$ cat config.mk
export PLATFORM = sky130hd
export DESIGN_NAME = crc32c_keyed_fingerprint_flat
export DESIGN_NICKNAME = d
export VERILOG_FILES = /design/src/design/crckfp_pkg.sv /design/src/design/crckfp_if.sv /design/src/design/crckfp_in_reg.sv /design/src/design/crckfp_core.sv /design/src/design/crc32c_keyed_fingerprint.sv /design/src/flat_wrapper.sv
export SDC_FILE = /design/constraint.sdc
export NUM_CORES = 1
export LEC_CHECK = 0
export BUFFER_PORTS_ARGS = -buffer_cell sky130_fd_sc_hd__clkbuf_2
export CAP_MARGIN = 20
export CORE_UTILIZATION = 54
export DETAILED_ROUTE_END_ITERATION = 16
export GPL_ROUTABILITY_DRIVEN = 0
export GPL_TIMING_DRIVEN = 0
export PLACE_DENSITY = 0.74
export SYNTH_ARGS = -nofsm -noshare
export SYNTH_HDL_FRONTEND = slang
export SYNTH_HIERARCHICAL = 1
export SYNTH_SLANG_ARGS = --single-unit
$ cat constraint.sdc
create_clock -name clk -period 2.31 [get_ports clk]
set_input_delay 0.231 -clock clk [delete_from_list [all_inputs] [get_ports clk]]
set_output_delay 0.231 -clock clk [all_outputs]
set_load 0.01 [all_outputs]
$ cat src/design/crckfp_pkg.sv
`timescale 1ns / 1ps
// ----------------------------------------------------------------------------
// crckfp_pkg
// Shared types, constants and CRC-32C (reflected Castagnoli) update functions.
// ----------------------------------------------------------------------------
package crckfp_pkg;

  localparam int unsigned CRC_W  = 32;
  localparam int unsigned BYTE_W = 8;

  localparam logic [CRC_W-1:0] CRC_POLY     = 32'h82F6_3B78;
  localparam logic [CRC_W-1:0] CRC_ALL_ONES = 32'hFFFF_FFFF;

  // item mode codes
  localparam logic MODE_START = 1'b0;
  localparam logic MODE_DATA  = 1'b1;

  typedef logic [CRC_W-1:0] crc_t;
  typedef crc_t [CRC_W-1:0] crc_cols_t;

  typedef struct packed {
    logic              mode;
    logic [CRC_W-1:0]  state_ident;
    logic [BYTE_W-1:0] data_byte;
    logic              last;
  } item_t;

  function automatic crc_t crc_shift1(crc_t c);
    return c[0] ? ((c >> 1) ^ CRC_POLY) : (c >> 1);
  endfunction

  // one key byte, low bit first
  function automatic crc_t absorb_byte(crc_t c, logic [BYTE_W-1:0] b);
    crc_t r;
    r = c ^ {{(CRC_W-BYTE_W){1'b0}}, b};
    for (int k = 0; k < BYTE_W; k++) begin
      r = crc_shift1(r);
    end
    return r;
  endfunction

  // Response of a 32-bit shift to each single input bit. Evaluated at
  // elaboration only; the runtime word update is an XOR of these columns.
  function automatic crc_cols_t word_columns();
    crc_cols_t cols;
    crc_t      r;
    for (int i = 0; i < CRC_W; i++) begin
      r = crc_t'(1) << i;
      for (int k = 0; k < CRC_W; k++) begin
        r = crc_shift1(r);
      end
      cols[i] = r;
    end
    return cols;
  endfunction

  localparam crc_cols_t WORD_COLS = word_columns();

  // four bytes, LSB first, of (crc ^ word): linear, so XOR of columns
  function automatic crc_t absorb_word(crc_t x);
    crc_t r;
    r = '0;
    for (int i = 0; i < CRC_W; i++) begin
      if (x[i]) begin
        r = r ^ WORD_COLS[i];
      end
    end
    return r;
  endfunction

endpackage

$ cat src/design/crckfp_if.sv
`timescale 1ns / 1ps
// ----------------------------------------------------------------------------
// crckfp interfaces
// Valid/ready channels for input items and fingerprint results.
// ----------------------------------------------------------------------------
interface crckfp_in_if;
  logic        valid;
  logic        ready;
  logic        mode;
  logic [31:0] state_ident;
  logic [7:0]  data_byte;
  logic        last;

  modport source (output valid, mode, state_ident, data_byte, last, input ready);
  modport sink   (input valid, mode, state_ident, data_byte, last, output ready);
endinterface

interface crckfp_out_if;
  logic        valid;
  logic        ready;
  logic [31:0] fingerprint;

  modport source (output valid, fingerprint, input ready);
  modport sink   (input valid, fingerprint, output ready);
endinterface

$ cat src/design/crckfp_in_reg.sv
`timescale 1ns / 1ps
// ----------------------------------------------------------------------------
// crckfp_in_reg
// Input register: captures one transaction and holds it until the core takes it.
// ----------------------------------------------------------------------------
module crckfp_in_reg
  import crckfp_pkg::*;
(
  input  logic  clk,
  input  logic  rst,
  crckfp_in_if.sink item,
  input  logic  take,
  output logic  held_valid,
  output item_t held
);

  assign item.ready = !held_valid || take;

  always_ff @(posedge clk) begin
    if (rst) begin
      held_valid <= 1'b0;
    end else if (item.ready) begin
      held_valid <= item.valid;
    end
  end

  always_ff @(posedge clk) begin
    if (item.valid && item.ready) begin
      held.mode        <= item.mode;
      held.state_ident <= item.state_ident;
      held.data_byte   <= item.data_byte;
      held.last        <= item.last;
    end
  end

endmodule

$ cat src/design/crckfp_core.sv
`timescale 1ns / 1ps
// ----------------------------------------------------------------------------
// crckfp_core
// Running CRC update and fingerprint output register.
// ----------------------------------------------------------------------------
module crckfp_core
  import crckfp_pkg::*;
(
  input  logic  clk,
  input  logic  rst,
  input  logic  held_valid,
  input  item_t held,
  output logic  take,
  crckfp_out_if.source result
);

  crc_t running_crc;
  crc_t crc_next;
  crc_t fp;
  logic out_valid;

  always_comb begin
    if (held.mode == MODE_START) begin
      crc_next = absorb_word(CRC_ALL_ONES ^ held.state_ident);
    end else begin
      crc_next = absorb_byte(running_crc, held.data_byte);
    end
  end

  // items without a result never wait on the output side
  assign take = held_valid && (!held.last || !out_valid || result.ready);

  always_ff @(posedge clk) begin
    if (rst) begin
      running_crc <= CRC_ALL_ONES;
    end else if (take) begin
      running_crc <= crc_next;
    end
  end

  always_ff @(posedge clk) begin
    if (rst) begin
      out_valid <= 1'b0;
    end else if (take && held.last) begin
      out_valid <= 1'b1;
    end else if (result.ready) begin
      out_valid <= 1'b0;
    end
  end

  always_ff @(posedge clk) begin
    if (take && held.last) begin
      fp <= ~crc_next;
    end
  end

  assign result.valid       = out_valid;
  assign result.fingerprint = fp;

endmodule

$ cat src/design/crc32c_keyed_fingerprint.sv
`timescale 1ns / 1ps
// ----------------------------------------------------------------------------
// crc32c_keyed_fingerprint
// Keyed CRC-32C fingerprint: state id prefix plus key bytes.
// ----------------------------------------------------------------------------
// Takes one transaction per cycle while input ready is high (see below). A
// start transaction presets the CRC and folds in the 32-bit state id; a data
// transaction folds in one key byte. A transaction flagged last is loaded into
// the input register when accepted, and its fingerprint is loaded into the
// result register when the core takes it from there; the core holds it while
// the previous fingerprint is still untaken. The next transaction is accepted
// while that result waits. Input ready drops only when a last-flagged
// transaction sits in the input register and the previous fingerprint has not
// yet been taken. The running CRC is kept across fingerprints and resets to
// all ones.
module crc32c_keyed_fingerprint
  import crckfp_pkg::*;
(
  input  logic clk,
  input  logic rst,
  crckfp_in_if.sink    item,
  crckfp_out_if.source result
);

  logic  held_valid;
  item_t held;
  logic  take;

  crckfp_in_reg u_in_reg (
    .clk        (clk),
    .rst        (rst),
    .item       (item),
    .take       (take),
    .held_valid (held_valid),
    .held       (held)
  );

  crckfp_core u_core (
    .clk        (clk),
    .rst        (rst),
    .held_valid (held_valid),
    .held       (held),
    .take       (take),
    .result     (result)
  );

endmodule
$ cat src/flat_wrapper.sv
// flat-port wrapper written by rule: the top's interface ports become plain ports
module crc32c_keyed_fingerprint_flat import crckfp_pkg::*;
  (clk, rst, item_valid, item_mode, item_state_ident, item_data_byte, item_last, item_ready, result_valid, result_fingerprint, result_ready);
  crckfp_in_if item_i ();
  crckfp_out_if result_i ();
  input  logic clk;
  input  logic rst;
  input wire logic [$bits(item_i.valid)-1:0] item_valid;
  input wire logic [$bits(item_i.mode)-1:0] item_mode;
  input wire logic [$bits(item_i.state_ident)-1:0] item_state_ident;
  input wire logic [$bits(item_i.data_byte)-1:0] item_data_byte;
  input wire logic [$bits(item_i.last)-1:0] item_last;
  output wire logic [$bits(item_i.ready)-1:0] item_ready;
  output wire logic [$bits(result_i.valid)-1:0] result_valid;
  output wire logic [$bits(result_i.fingerprint)-1:0] result_fingerprint;
  input wire logic [$bits(result_i.ready)-1:0] result_ready;
  assign item_i.valid = item_valid;
  assign item_i.mode = item_mode;
  assign item_i.state_ident = item_state_ident;
  assign item_i.data_byte = item_data_byte;
  assign item_i.last = item_last;
  assign item_ready = item_i.ready;
  assign result_valid = result_i.valid;
  assign result_fingerprint = result_i.fingerprint;
  assign result_i.ready = result_ready;
  crc32c_keyed_fingerprint u_core (.clk(clk), .rst(rst), .item(item_i), .result(result_i));
endmodule
==> results of run 1 <==
==> routing by layer <==
metal	share of wire [%]	routed length, um
met2	48	9550
met3	8.1	1610
met4	3.2	633
met1	41	8120
met5	0	0
==> how the worst max path moves through the flow <==
stage | slack [ns] | to | cells past startpoint
after global placement | -0.29 | u_core/u_core/result.fingerprint[8]$_DFFE_PP_ | 6
after floorplan | 0.05 | u_core/u_core/result.fingerprint[8]$_DFFE_PP_ | 6
after CTS | -0.11 | u_core/u_core/result.fingerprint[8]$_DFFE_PP_ | 6
after global routing | -0.14 | u_core/u_core/result.fingerprint[8]$_DFFE_PP_ | 6
final | -0.08 | u_core/u_core/result.fingerprint[25]$_DFFE_PP_ | 7
after detailed placement | -0.32 | u_core/u_core/result.fingerprint[8]$_DFFE_PP_ | 6
==> cell type report <==
class	instances	area [um2]
Inverter	4	18.8
Multi-Input combinational cell	432	5020
Buffer	37	206
Fill cell	894	3910
Tap cell	176	220
Clock inverter	7	87.6
Timing Repair Buffer	131	810
Sequential cell	108	2910
Clock buffer	9	225
==> flip-flops by register name, summed over array words and instances, names as in the netlist <==
name                              flops
u_core/u_core/result.fingerprint     32
u_core/u_core/result.valid            1
u_core/u_in_reg/held                 42
u_core/u_in_reg/held_valid            1
u_core/u_core/running_crc            32
==> kinds of logic (layout without fill, tap and decap cells) <==
logic type	Yosys count	after routing	synth area share, %
AO/OA/AOI/OAI	70	70	5.21
XOR/XNOR	303	303	48.2
multiplexers	19	19	2.70
AND/OR/NAND/NOR	40	40	2.45
flip-flops	108	108	38.7
buffers and inverters	43	188	2.65
==> metrics by stage <==
step / worst slack (ns) / TNS [ns] / util, %
floorplan: 0.0480 / 0 / -
global placement: -0.292 / -2.88 / 60.5
detailed placement: -0.323 / -4.78 / 60.7
CTS: -0.113 / -0.128 / 65.6
global route: -0.140 / -0.789 / 70.8
finish: -0.0848 / -0.226 / 70.8
==> placed cells by master, fill, tap and decap left out, types with 15 or more instances in the layout <==
master and instances:
xnor2_1 142, clkbuf_2 79, edfxtp_1 74, buf_4 57
xor2_1 41, xnor3_1 37, dfxtp_1 33, xnor2_2 30
a21oi_1 29, nand2_1 18, xnor2_4 18, o21ai_0 17
buf_2 15
==> critical path: stages (launching register included) <==
cell and delay (ns):
edfxtp_1 0.38, buf_2 0.26, xnor2_4 0.32, xnor2_1 0.16
xnor2_1 0.34, xnor2_1 0.20, xnor2_1 0.18, mux2_2 0.31
==> repair_timing <==
item,CTS,global route
setup endpoints to repair,49,64
buffers inserted,11,40
gates resized for setup,37,76
hold endpoints to repair,0,0
pin swaps,6,32
==> power breakdown <==
part	switching, mW	internal, mW	leakage (nW)
Combinational	3.36	3.34	2.84
Clock	0.785	0.860	0.150
Sequential	0.193	2.58	0.981
Total	4.34	6.78	3.97
==> run_results.csv, run 1 <==
group,metric,value,unit
outcome,status,"finished, violations left",
outcome,violations,"setup timing",
placement,placed_cells,839,
yosys,ys_async_sr_fraction,0,%
placement,portBuffers,79,
clocking,cts-hold-fix-buffers,0,
sta,whs,0.0280,ns
yosys,synthesis.nets,629,
global_route,met1_usage,38.8,%
routing,drtIter0Drc,499,
setup_path,path_max_fanout,7,
layout,antennaDiodeCount,0,
setup_path,worstReg2RegEnd,"u_core/u_core/result.fingerprint[25]$_DFFE_PP_",
layout,nNetsFinal,769,
sta,max_slew_margin,56.3,%
sta,setup_viol,6,
setup_path,start_kind,"register",
placement,dp_hpwl,13600,um
yosys,yosys_warnings,6,
clocking,cts_tree,"done",
setup_path,cp.required,2.43,ns
floorplan,die-area,14400,um2
global_route,grt_busiest_layer,"met2",
yosys,synth_cell_types,44,
setup_path,reg2reg_slack,-0.08,ns
sta,fin_ws,-0.0848,ns
global_route,antenna_found_initial,0,
clocking,cts_max_path_buffers,2,
yosys,synth_top_area_share,29.6,%
floorplan,initial_core_util,55.9,%
yosys,synth_area_per_cell,12.9,um2
sta,worstMarginPinSlew,0.656,ns
min_path,whs_path_depth,1,
clocking,clock-sinks,108,
routing,vias,5022,
clocking,worstSkewPairLatency,0.37,ns
setup_path,r2r-start,"u_core/u_in_reg/held[35]$_DFFE_PP_",
layout,layout.cells.non_filler,904,
setup_path,worstSetupEndpointType,"register",
yosys,synth-main-ff-cell,"edfxtp_1",
global_route,use_met2,43.4,%
routing,avgRoutedWirePerCell,22.0,um
clocking,clkTransAtPathRegs,0.08,ns
global_route,grt.overflow.total,0,
sta,period_minus_slack,2.39,ns
setup_path,cp_data_arrival_time,2.52,ns
setup_path,crit_type,"reg -> reg",
pwr,p_total,11.1,mW
setup_path,crit_start,"u_core/u_in_reg/held[35]$_DFFE_PP_",
pwr,peakVddDrop,0.000706,V
yosys,yosysTopAreaCell,"edfxtp_1",
routing,routed_via_density,5.56,
floorplan,die_width,120,um
routing,drc,0,
pwr,p_per_area,1170,nW/um2
routing,wirelength,19900,um
routing,detail-route-antenna-nets,0,
min_path,holdCritStartpoint,"item_state_ident[31]",
yosys,ys_seq_elements,108,
global_route,grt_pass1_wl,28700,um
global_route,grt_max_degree,43,
yosys,syn_inst,583,
sta,post-route-period-util,104,%
min_path,hold_path_class,"in -> reg",
layout,layout-drive-gt1-share,37.5,%
yosys,synth_edf_count,74,
floorplan,num_rows,42,
yosys,synth_area,7490,um2
global_route,use_met3,5.09,%
min_path,min_delay_worst_endpoint,"u_core/u_in_reg/held[40]$_DFFE_PP_",
routing,drt_pass1_iterations,5,
yosys,yosysMostFrequentCell,"xnor2_1",
sta,skew,0.0147,ns
pwr,p_leak,3.97,nW
global_route,grt_pass1_vias,4871,
clocking,numCtsBuffers,9,
run,drv_cap,0,
floorplan,die_h,120,um
yosys,yosys-top-cells-area,"edfxtp_1 (30%), xnor2_1 (20%), xnor3_1 (14%)",
clocking,htree_levels,3,
setup_path,rr_worst_depth,7,
floorplan,core_area,13400,um2
sta,max_freq,418,MHz
yosys,synthTopCellsByCount,"xnor2_1 (175), edfxtp_1 (74), xor2_1 (55)",
global_route,track_usage,28.1,%
sta,drv_slew,0,
floorplan,ios,80,
layout,area_growth,26.6,%
sta,finalHoldViolations,0,
sta,rsz0062_at_grt,"yes",
yosys,synth_sequential_area_ratio,38.7,%
layout,stdcell_area,9490,um2
placement,dpl_cell_area,8140,um2
clocking,cts-root-buf,"clkbuf_16",
Power figures use the tool's default switching activity.
==> run 2: changes to the inputs <==
==> constraint.sdc (replaced) <==
create_clock -name clk -period 1.9 [get_ports clk]
set_input_delay 0.19 -clock clk [delete_from_list [all_inputs] [get_ports clk]]
set_output_delay 0.19 -clock clk [all_outputs]
set_load 0.01 [all_outputs]
==> run 2 against run 1 <==
Net effect: the flow finishes with violations (hold timing, setup timing); via count up 31%; wire length up 64%; critical path depth up 1; final area up 30%; core utilization up 21 points; non-clock buffer count up 135; setup slack worse by 0.56 ns; clock-buffer cell count unchanged; register-to-register slack worse by 0.56 ns.
==> run_results.csv, run 2 (synthesis results as in run 1) <==
group,metric,value,unit
pwr,intPower,10.3,mW
floorplan,die_h,120,um
global_route,antenna_found_initial,0,
routing,vias,6586,
sta,whs,-0.000369,ns
outcome,violations,"hold timing, setup timing",
floorplan,core_area,13400,um2
setup_path,path_max_fanout,5,
sta,max_slew_margin,46.4,%
floorplan,die_width,120,um
sta,fin_ws,-0.643,ns
global_route,grt_max_degree,24,
setup_path,crit_type,"reg -> reg",
setup_path,crit_start,"u_core/u_in_reg/held[35]$_DFFE_PP_",
clocking,clock-sinks,108,
setup_path,r2r-start,"u_core/u_in_reg/held[35]$_DFFE_PP_",
floorplan,die-area,14400,um2
sta,setup_viol,65,
layout,final_cell_mix,"buf_4 (92), clkbuf_2 (79), edfxtp_1 (74), xnor2_2 (73), xnor2_1 (66)",
pwr,p_leak,5.31,nW
routing,avgRoutedWirePerCell,31.3,um
routing,detail-route-antenna-nets,0,
routing,routed_via_density,6.33,
placement,place_ws,-0.646,ns
routing,drc,0,
sta,finalHoldViolations,1,
pwr,clkPwrFrac,11.6,%
setup_path,start_kind,"register",
setup_path,worstSetupEndpointType,"register",
clocking,cts-root-buf,"clkbuf_16",
sta,period_minus_slack,2.54,ns
floorplan,num_rows,42,
global_route,grt.overflow.total,0,
global_route,grt_pass1_vias,5950,
sta,post-route-period-util,134,%
layout,nNetsFinal,905,
pwr,combPwrFrac,69.4,%
pwr,p_per_area,1460,nW/um2
layout,largest_reg_flops,42,
floorplan,ios,80,
pwr,swShare,42.8,%
floorplan,initial_core_util,55.9,%
outcome,status,"finished, violations left",
routing,drt_pass1_iterations,6,
sta,fin_tns_setup,-25.36,ns
clocking,worstSkewPairLatency,0.37,ns
layout,area_growth,65.0,%
pwr,switching_power,7.74,mW
run,drv_cap,0,
pwr,peakVddDrop,0.00111,V
sta,rsz0062_at_grt,"yes",
pwr,power_frac_seq,19.0,%
clocking,cts_tree,"done",
routing,wirelength,32600,um
sta,max_freq,393,MHz
layout,largest_register,"u_core/u_in_reg/held",
min_path,holdCritStartpoint,"item_state_ident[4]",
sta,skew,0.0130,ns
setup_path,cp.required,2.14,ns
layout,final_common_cell,"buf_4",
setup_path,cp_data_arrival_time,2.79,ns
layout,antennaDiodeCount,0,
sta,worstMarginPinSlew,0.804,ns
routing,drtIter0Drc,1116,
min_path,hold_path_class,"in -> reg",
global_route,track_usage,35.4,%
clocking,numCtsBuffers,9,
placement,dp_hpwl,13600,um
layout,layout-drive-gt1-share,57.3,%
clocking,htree_levels,3,
sta,drv_slew,0,
clocking,clkTransAtPathRegs,0.08,ns
placement,portBuffers,79,
clocking,cts_max_path_buffers,2,
global_route,grt_pass1_wl,36300,um
==> run 2: critical path: stages, from the launching register on <==
cell	delay, ns
edfxtp_1	0.45
buf_12	0.19
buf_12	0.13
xor2_1	0.18
xnor2_1	0.40
xnor3_1	0.50
xor2_1	0.17
mux2i_2	0.30
a21oi_2	0.09
==> run 2: layer usage <==
metal	part of all wire (%)	vias to the layer above	GRT usage [%]
li1	-	2511	-
met1	36	3191	45.5
met2	44	656	57.3
met3	11	228	7.37
met4	8.5	0	17.0
met5	0	-	0
==> run 2: what timing repair did <==
item | 4_1_cts | 5_1_grt
hold buffers | 39 | 0
gates cloned | 1 | 0
setup endpoints to repair | 107 | 65
hold endpoints to repair | 39 | 0
pin swaps | 72 | 77
resized for setup | 208 | 145
setup buffers | 91 | 58
==> run 2: path summary, 6_finish.rpt <==
check                                                             endpoint  slack, ns  depth (start not counted)
worst max register to register  u_core/u_core/running_crc[17]$_SDFFE_PP1P_      -0.64                          8
worst min-delay path                    u_core/u_in_reg/held[13]$_DFFE_PP_    -0.0004                          1
worst min register to register  u_core/u_core/running_crc[12]$_SDFFE_PP1P_       0.55                          2
worst max-delay path            u_core/u_core/running_crc[17]$_SDFFE_PP1P_      -0.64                          8
==> run 2: layout make-up <==
| class | count | area [um2] |
|---|---|---|
| Tap cell | 176 | 220 |
| Clock inverter | 7 | 91.3 |
| Buffer | 38 | 368 |
| Multi-Input combinational cell | 433 | 6320 |
| Fill cell | 378 | 1030 |
| Clock buffer | 9 | 225 |
| Inverter | 4 | 20.0 |
| Sequential cell | 108 | 2910 |
| Timing Repair Buffer | 265 | 2210 |
==> run 2: stage by stage <==
step	power [mW]	instances	util [%]	area, um2
2_1_floorplan	8.94	583	-	7720
3_3_place_gp	10.5	838	62.2	8330
3_5_place_dp	10.6	839	62.4	8360
4_1_cts	14.6	985	81.9	11000
5_1_grt	18.3	1040	92.3	12400
6_report	18.1	1040	92.3	12400
==> run 2: power groups by stage <==
stage          registers (mW)  logic, mW  clock network (mW)
6_report                 3.43       12.5                2.10
5_1_grt                  3.45       12.6                2.18
2_1_floorplan            3.46       5.48                   0
4_1_cts                  3.36       9.17                2.03
3_3_place_gp             3.40       7.08                   0
3_5_place_dp             3.42       7.16                   0
